<file path="config.mk">
export PLATFORM = sky130hd
export DESIGN_NAME = rkgs_alu
export DESIGN_NICKNAME = d
export VERILOG_FILES = /design/src/rtl/core/rkgs_pkg.sv /design/src/rtl/core/rkgs_alu.sv
export SDC_FILE = /design/constraint.sdc
export NUM_CORES = 1
export LEC_CHECK = 0
export ABC_AREA = 1
export ABC_CLOCK_PERIOD_IN_PS = 7000
export BUFFER_PORTS_ARGS = -buffer_cell sky130_fd_sc_hd__buf_2
export CAP_MARGIN = 20
export CORE_ASPECT_RATIO = 1.5
export CORE_MARGIN = 4
export CORE_UTILIZATION = 65
export CTS_CLUSTER_DIAMETER = 120
export CTS_CLUSTER_SIZE = 24
export DETAILED_ROUTE_END_ITERATION = 7
export PLACE_DENSITY = 0.85
export SETUP_SLACK_MARGIN = 0.1
export SLEW_MARGIN = 20
export SYNTH_ARGS = -nofsm -noshare
export SYNTH_HDL_FRONTEND = slang
export SYNTH_SLANG_ARGS = --single-unit
</file>
<file path="constraint.sdc">
create_clock -name clock -period 7 [get_ports clock]
set_input_delay 0.7 -clock clock [delete_from_list [all_inputs] [get_ports clock]]
set_output_delay 0.7 -clock clock [all_outputs]
set_load 0.1 [all_outputs]
</file>
<file path="src/rtl/core/rkgs_pkg.sv">
`timescale 1ns / 1ps
// ----------------------------------------------------------------------------
// rkgs_pkg
// Shared constants, types and the radial kernel table for the grid splat block.
// ----------------------------------------------------------------------------
package rkgs_pkg;

   localparam int GRID_W  = 64;
   localparam int GRID_H  = 64;
   localparam int RADIUS  = 4;

   localparam int POS_W   = 6;
   localparam int VALUE_W = 32;
   localparam int KIND_W  = 2;

   localparam int CELL_N  = GRID_W * GRID_H;
   localparam int ADDR_W  = $clog2(CELL_N);

   localparam int KSIZE   = 2 * RADIUS + 1;
   localparam int KERN_N  = KSIZE * KSIZE;
   localparam int KIDX_W  = $clog2(KERN_N);
   localparam int KD_W    = $clog2(RADIUS + 1) + 1;
   localparam int COORD_W = POS_W + 2;
   localparam int KEW     = $clog2(256 * RADIUS + 1);

   localparam int PROD_W  = VALUE_W + KEW + 1;
   localparam int SUM_W   = PROD_W - 7;

   localparam int REQ_DATA_W = ((2 * POS_W + VALUE_W + 7) / 8) * 8;

   typedef enum logic [KIND_W-1:0] {
      REQ_FILL  = 2'd0,
      REQ_SPLAT = 2'd1,
      REQ_READ  = 2'd2,
      REQ_NONE  = 2'd3
   } req_kind_type;

   typedef logic [KEW-1:0] kern_tab_type [KERN_N];

   typedef struct packed {
      logic [VALUE_W-1:0] sum;
      logic               sat;
   } alu_res_type;

   // entry = max(0, 256*RADIUS - round(256*sqrt(dx^2+dy^2))), row-major from (-R,-R)
   function automatic kern_tab_type build_kernel();
      kern_tab_type tab;
      longint       n;
      longint       r;
      longint       t;
      int           idx;
      int           top;
      top = 256 * RADIUS;
      idx = 0;
      for (int dy = -RADIUS; dy <= RADIUS; dy++) begin
         for (int dx = -RADIUS; dx <= RADIUS; dx++) begin
            n = longint'(dx * dx + dy * dy) * 65536;
            r = 0;
            for (int b = 15; b >= 0; b--) begin
               t = r | (longint'(1) << b);
               if (t * t <= n) begin
                  r = t;
               end
            end
            if (r * r + r < n) begin
               r = r + 1;
            end
            tab[idx] = (r < longint'(top)) ? KEW'(longint'(top) - r) : '0;
            idx = idx + 1;
         end
      end
      return tab;
   endfunction

   localparam kern_tab_type KERN_TAB = build_kernel();

endpackage

</file>
<file path="src/rtl/core/rkgs_alu.sv">
`timescale 1ns / 1ps
// ----------------------------------------------------------------------------
// rkgs_alu
// Scale times kernel product, Q4.8 to Q16.16 shift and saturating cell add.
// ----------------------------------------------------------------------------
module rkgs_alu (
   input  logic                          clock,
   input  logic [rkgs_pkg::VALUE_W-1:0]  scale,
   input  logic [rkgs_pkg::KEW-1:0]      kern,
   input  logic [rkgs_pkg::VALUE_W-1:0]  grid_val,
   output rkgs_pkg::alu_res_type         res
);
   import rkgs_pkg::*;

   logic signed [PROD_W-1:0] prod_in;
   logic signed [PROD_W-1:0] prod_ff;
   logic signed [SUM_W-1:0]  sum;
   logic                     fits;

   // product is registered and ready in the cycle after issue, lined up with the read data
   assign prod_in = PROD_W'($signed(scale)) * PROD_W'($signed({1'b0, kern}));

   always_ff @(posedge clock) begin
      prod_ff <= prod_in;
   end

   // arithmetic shift right by 8 rounds toward minus infinity
   assign sum  = SUM_W'($signed(grid_val)) + SUM_W'($signed(prod_ff[PROD_W-1:8]));
   assign fits = (&sum[SUM_W-1:VALUE_W-1]) || ~(|sum[SUM_W-1:VALUE_W-1]);

   always_comb begin
      res.sat = ~fits;
      if (fits) begin
         res.sum = sum[VALUE_W-1:0];
      end else if (sum[SUM_W-1]) begin
         res.sum = {1'b1, {(VALUE_W-1){1'b0}}};
      end else begin
         res.sum = {1'b0, {(VALUE_W-1){1'b1}}};
      end
   end

endmodule

</file>
======== After elaboration in Yosys (flattened, before gate mapping) ========
Index checks and enable logic that the tools add are counted.
Widths: inputs -> output; s select.
storage, ports and cells
  bits in registers ....................... 44
  input bits .............................. 76
  output and inout port bits .............. 33
  logic and storage cells ................. 10
cells by class
  add/sub/neg operators ................... 1
  $mul .................................... 1
  mux-type cells .......................... 2
  bitwise operators ....................... 2
  reductions and logical operators ........ 3
operator list
  cell              number
  $mux 32           2
  $mul 32x12->44    1
  $add 32x36->37    1
  $reduce_and 6->1  1
  $reduce_or 6->1   1
  $not 1->1         2
  $logic_or 1x1->1  1

======== Depth between registers and ports, before layout ========
  depth after elaboration ................. 5
  depth in mapped cells ................... 24

======== Worst setup path after synthesis ========
OpenSTA, ideal clock, no wires.
  kind .................................... input -> register
  start ................................... in scale[7] in the netlist's numbering
  end ..................................... reg prod_ff[29]
  library setup time ...................... 72 ps
  arrival time ............................ 5068 ps
  data required time ...................... 6928 ps
  setup slack ............................. 1861 ps
  stages .................................. 19
  buffers on the path ..................... 1
  cell sequence ........................... clkbuf_1 > nand2_1 > fa_1 > fa_1 > fa_1 > inv_1 > fa_1 > inv_1 > fa_1 > inv_1 > ha_1 > nand2_1 > nor2_1 > inv_1 > nor4_1 > a31o_2 > nand2_1 > nand2_1 > xor2_1
on the way
  longest elaborated chain between the ends .. 1
RTL lines
  element                line            source
  from (decl)            rkgs_alu.sv:8   input logic [rkgs_pkg::VALUE_W-1:0] scale,
  $mul 32x12->44         rkgs_alu.sv:21  assign prod_in = PROD_W'($signed(scale)) * PROD_W'($signed({1'b0, kern}));
  named net prod_in[29]  rkgs_alu.sv:15  logic signed [PROD_W-1:0] prod_in;
  to (signal assigned)   rkgs_alu.sv:24  prod_ff <= prod_in;
  to (decl)              rkgs_alu.sv:16  logic signed [PROD_W-1:0] prod_ff;
The timed path passes the listed nets, and every way through them passes these cells.

======== Worst setup path in the final report ========
  start ................................... in kern[6] in the netlist's numbering
  end ..................................... reg prod_ff[34]
on the way
  longest elaborated chain between the ends .. 1
RTL lines
  element                line            source
  from (decl)            rkgs_alu.sv:9   input logic [rkgs_pkg::KEW-1:0] kern,
  $mul 32x12->44         rkgs_alu.sv:21
  named net prod_in[34]  rkgs_alu.sv:15
The timed path passes the listed nets, and every way through them passes these cells.

==> impl_results.md <==
* Biggest regs: prod_ff (36)
* Max-cap violations at 0
* Mapped Area at 15900 um^2
* CP required at around 7.2 ns
* CTS root buffer: clkbuf_16
* Post-Route Utilization at a little over two thirds
* Vias/cell at about 5.6
* Core box area at ~24000 um^2
* Clk buf depth at 2
* Gr ovfl total at 0
* Crit path max fanout at 32
* Buffer count from post-CTS setup fixing at 0
* Die ar. at ~27000 um^2
* Largest net degree at the start of global routing at 33
* CTS Buf Count at 5
* # hold bufs at CTS at 0
* Measured slew at the worst slew-check pin at around 0.82 ns
* Final setup viols at 0
* Startpoint types: input port
* Starting Density at between 60% and 70%
* Critical Path End Type: register
* RSZ-0062 raised after global routing: false
* Synth Area per Inst at between 7 and 8 um^2
* CP Class: in2reg
* IO Port Bufs at between 100 and 150
* Net count, final at roughly 2800
* Via count at between 10000 and 15000
* Post-layout min period at a little under 6 ns
* Final ANT Viol Nets at 0
* WL final at a little over 40000 um
* First-pass GRT wire length at ~69000 um
* Slew margin rel. at approximately 45%
* Setup ws final at between 1 and 1.5 ns
* Fmax at roughly 0.17 GHz
* Flip-flop and latch count after synthesis at 36
* Drt drc at 0
* CTS sink cnt at 36
* Yosys warns at 0
* HP Start: scale[0]
* GR Util All Layers at about a third
* Ports at approximately 110
* Die width at around 140 um
* Share of cells above drive strength 1 at under 10%
* Post-DP HPWL at 34600 um
* Drt wl/cell at around 16 um
* Worst endpoint data arrival time at approximately 6 ns
* Gpl congestion at 0.995
* CTS tree: done
* Clk slew on worst S/H paths at around 0.060 ns
* Post-Place Cells at approximately 2600
* Initial antenna violation count at 0
* Layout area overhead at 4.79%
* Status: complete, no violations
* Max Slew Vio Count at 0
* Max reg flops at 36
* Syn_nets at approximately 2700
* TNS Setup at 0 ns
* Die height at between 150 and 200 um
* DR pass1 iterations at 7
* Vias in the first global route at ~15000
* DP Worst Slack at 0.881 ns
* Post-synthesis sequential area ratio at 4.53%
* Non-Filler Instances at between 2000 and 3000
* Hold Vio Cnt, Final at 0
* CTS resizes at 0
* Hold Crit Class: in2reg
* Commonest non-fill, non-tap cell in the layout: nand2_1
* Most frequent cells in the layout: 666 x nand2_1, 555 x inv_1, 305 x fa_1
* CP Launch Point: kern[6]
* Synth Instances at approximately 2200
* H-tree depth at 2
* Period utilization at 84.3%
* Synth unique cells at 37
* Biggest register: prod_ff
* First DRT Iteration DRCs at 747
* Diode count at 0
* Row count at a little under 70
## cell type report
type	instances	area [um^2]
Multi-Input combinational cell	1554	12800
Inverter	557	2090
Tap cell	319	399
Fill cell	1987	7220
Sequential cell	36	721
Clock buffer	5	125
Clock inverter	3	18.8
Timing Repair Buffer	108	541
## layer usage
layer | global-route usage [%] | vias to the layer above | part of all wire, %
li1 | - | 6570 | -
met1 | 36.6 | 6851 | 36
met2 | 57.8 | 757 | 51
met3 | 3.15 | 188 | 7.6
met4 | 15.1 | 0 | 4.8
met5 | 0 | - | 0
## Yosys cell counts (all sizes together)
cell    number  area share (%)
ha         126             9.9
o211ai       1           0.047
buf          8            0.53
a21o         2           0.094
xnor2       27             1.5
nand2      683              16
clkbuf      63             1.5
a21oi      106             3.4
nand4        8            0.31
a211oi       4            0.19
inv        555              13
and3         2           0.079
o21a         5            0.24
nor3        12            0.41
and2         4            0.16
nor4         8            0.31
o21bai       6            0.28
clkinv       2           0.047
fa         305              38
o21ai       49             1.6
a31o         1           0.055
nand3       48             1.7
nor2       104             2.6
a21boi       1           0.047
a31oi        7            0.27
xor2        43             2.4
or2          2           0.079
dfxtp       36             4.5
## critical path, cell delays in order
cell and delay, ns:
buf_2 0.57, nand2_1 0.17, fa_1 0.57, inv_1 0.05
fa_1 0.58, fa_1 0.44, fa_1 0.49, inv_1 0.06
fa_1 0.48, inv_1 0.05, ha_1 0.35, a21oi_1 0.19
inv_1 0.06, a21oi_1 0.20, a21boi_0 0.26, o21ai_0 0.12
a21oi_1 0.36, inv_1 0.08, a21oi_1 0.17, xnor2_1 0.15
## logic make-up after synthesis
group / share of synthesized area, %
AND/OR/NAND/NOR: 22.1
buffers and inverters: 15.1
XOR/XNOR: 3.85
flip-flops: 4.53
adder cells (fa/ha/maj): 48.2
AO/OA/AOI/OAI: 6.17
## stage by stage
stage                     hold slack [ns]  instance area (um^2)
after floorplan                      1.09                 15900
final                                1.19                 16700
after global placement               1.46                 16500
after CTS                            1.18                 16700
after detailed placement             1.46                 16500
after global routing                 1.24                 16700
## worst paths after layout
path	to	cells after the start
setup / recovery	prod_ff[34]	20
hold / removal	prod_ff[37]	6
Power is not shown: default switching activity piles up to over one toggle a cycle in this logic, so the estimate is an artifact.
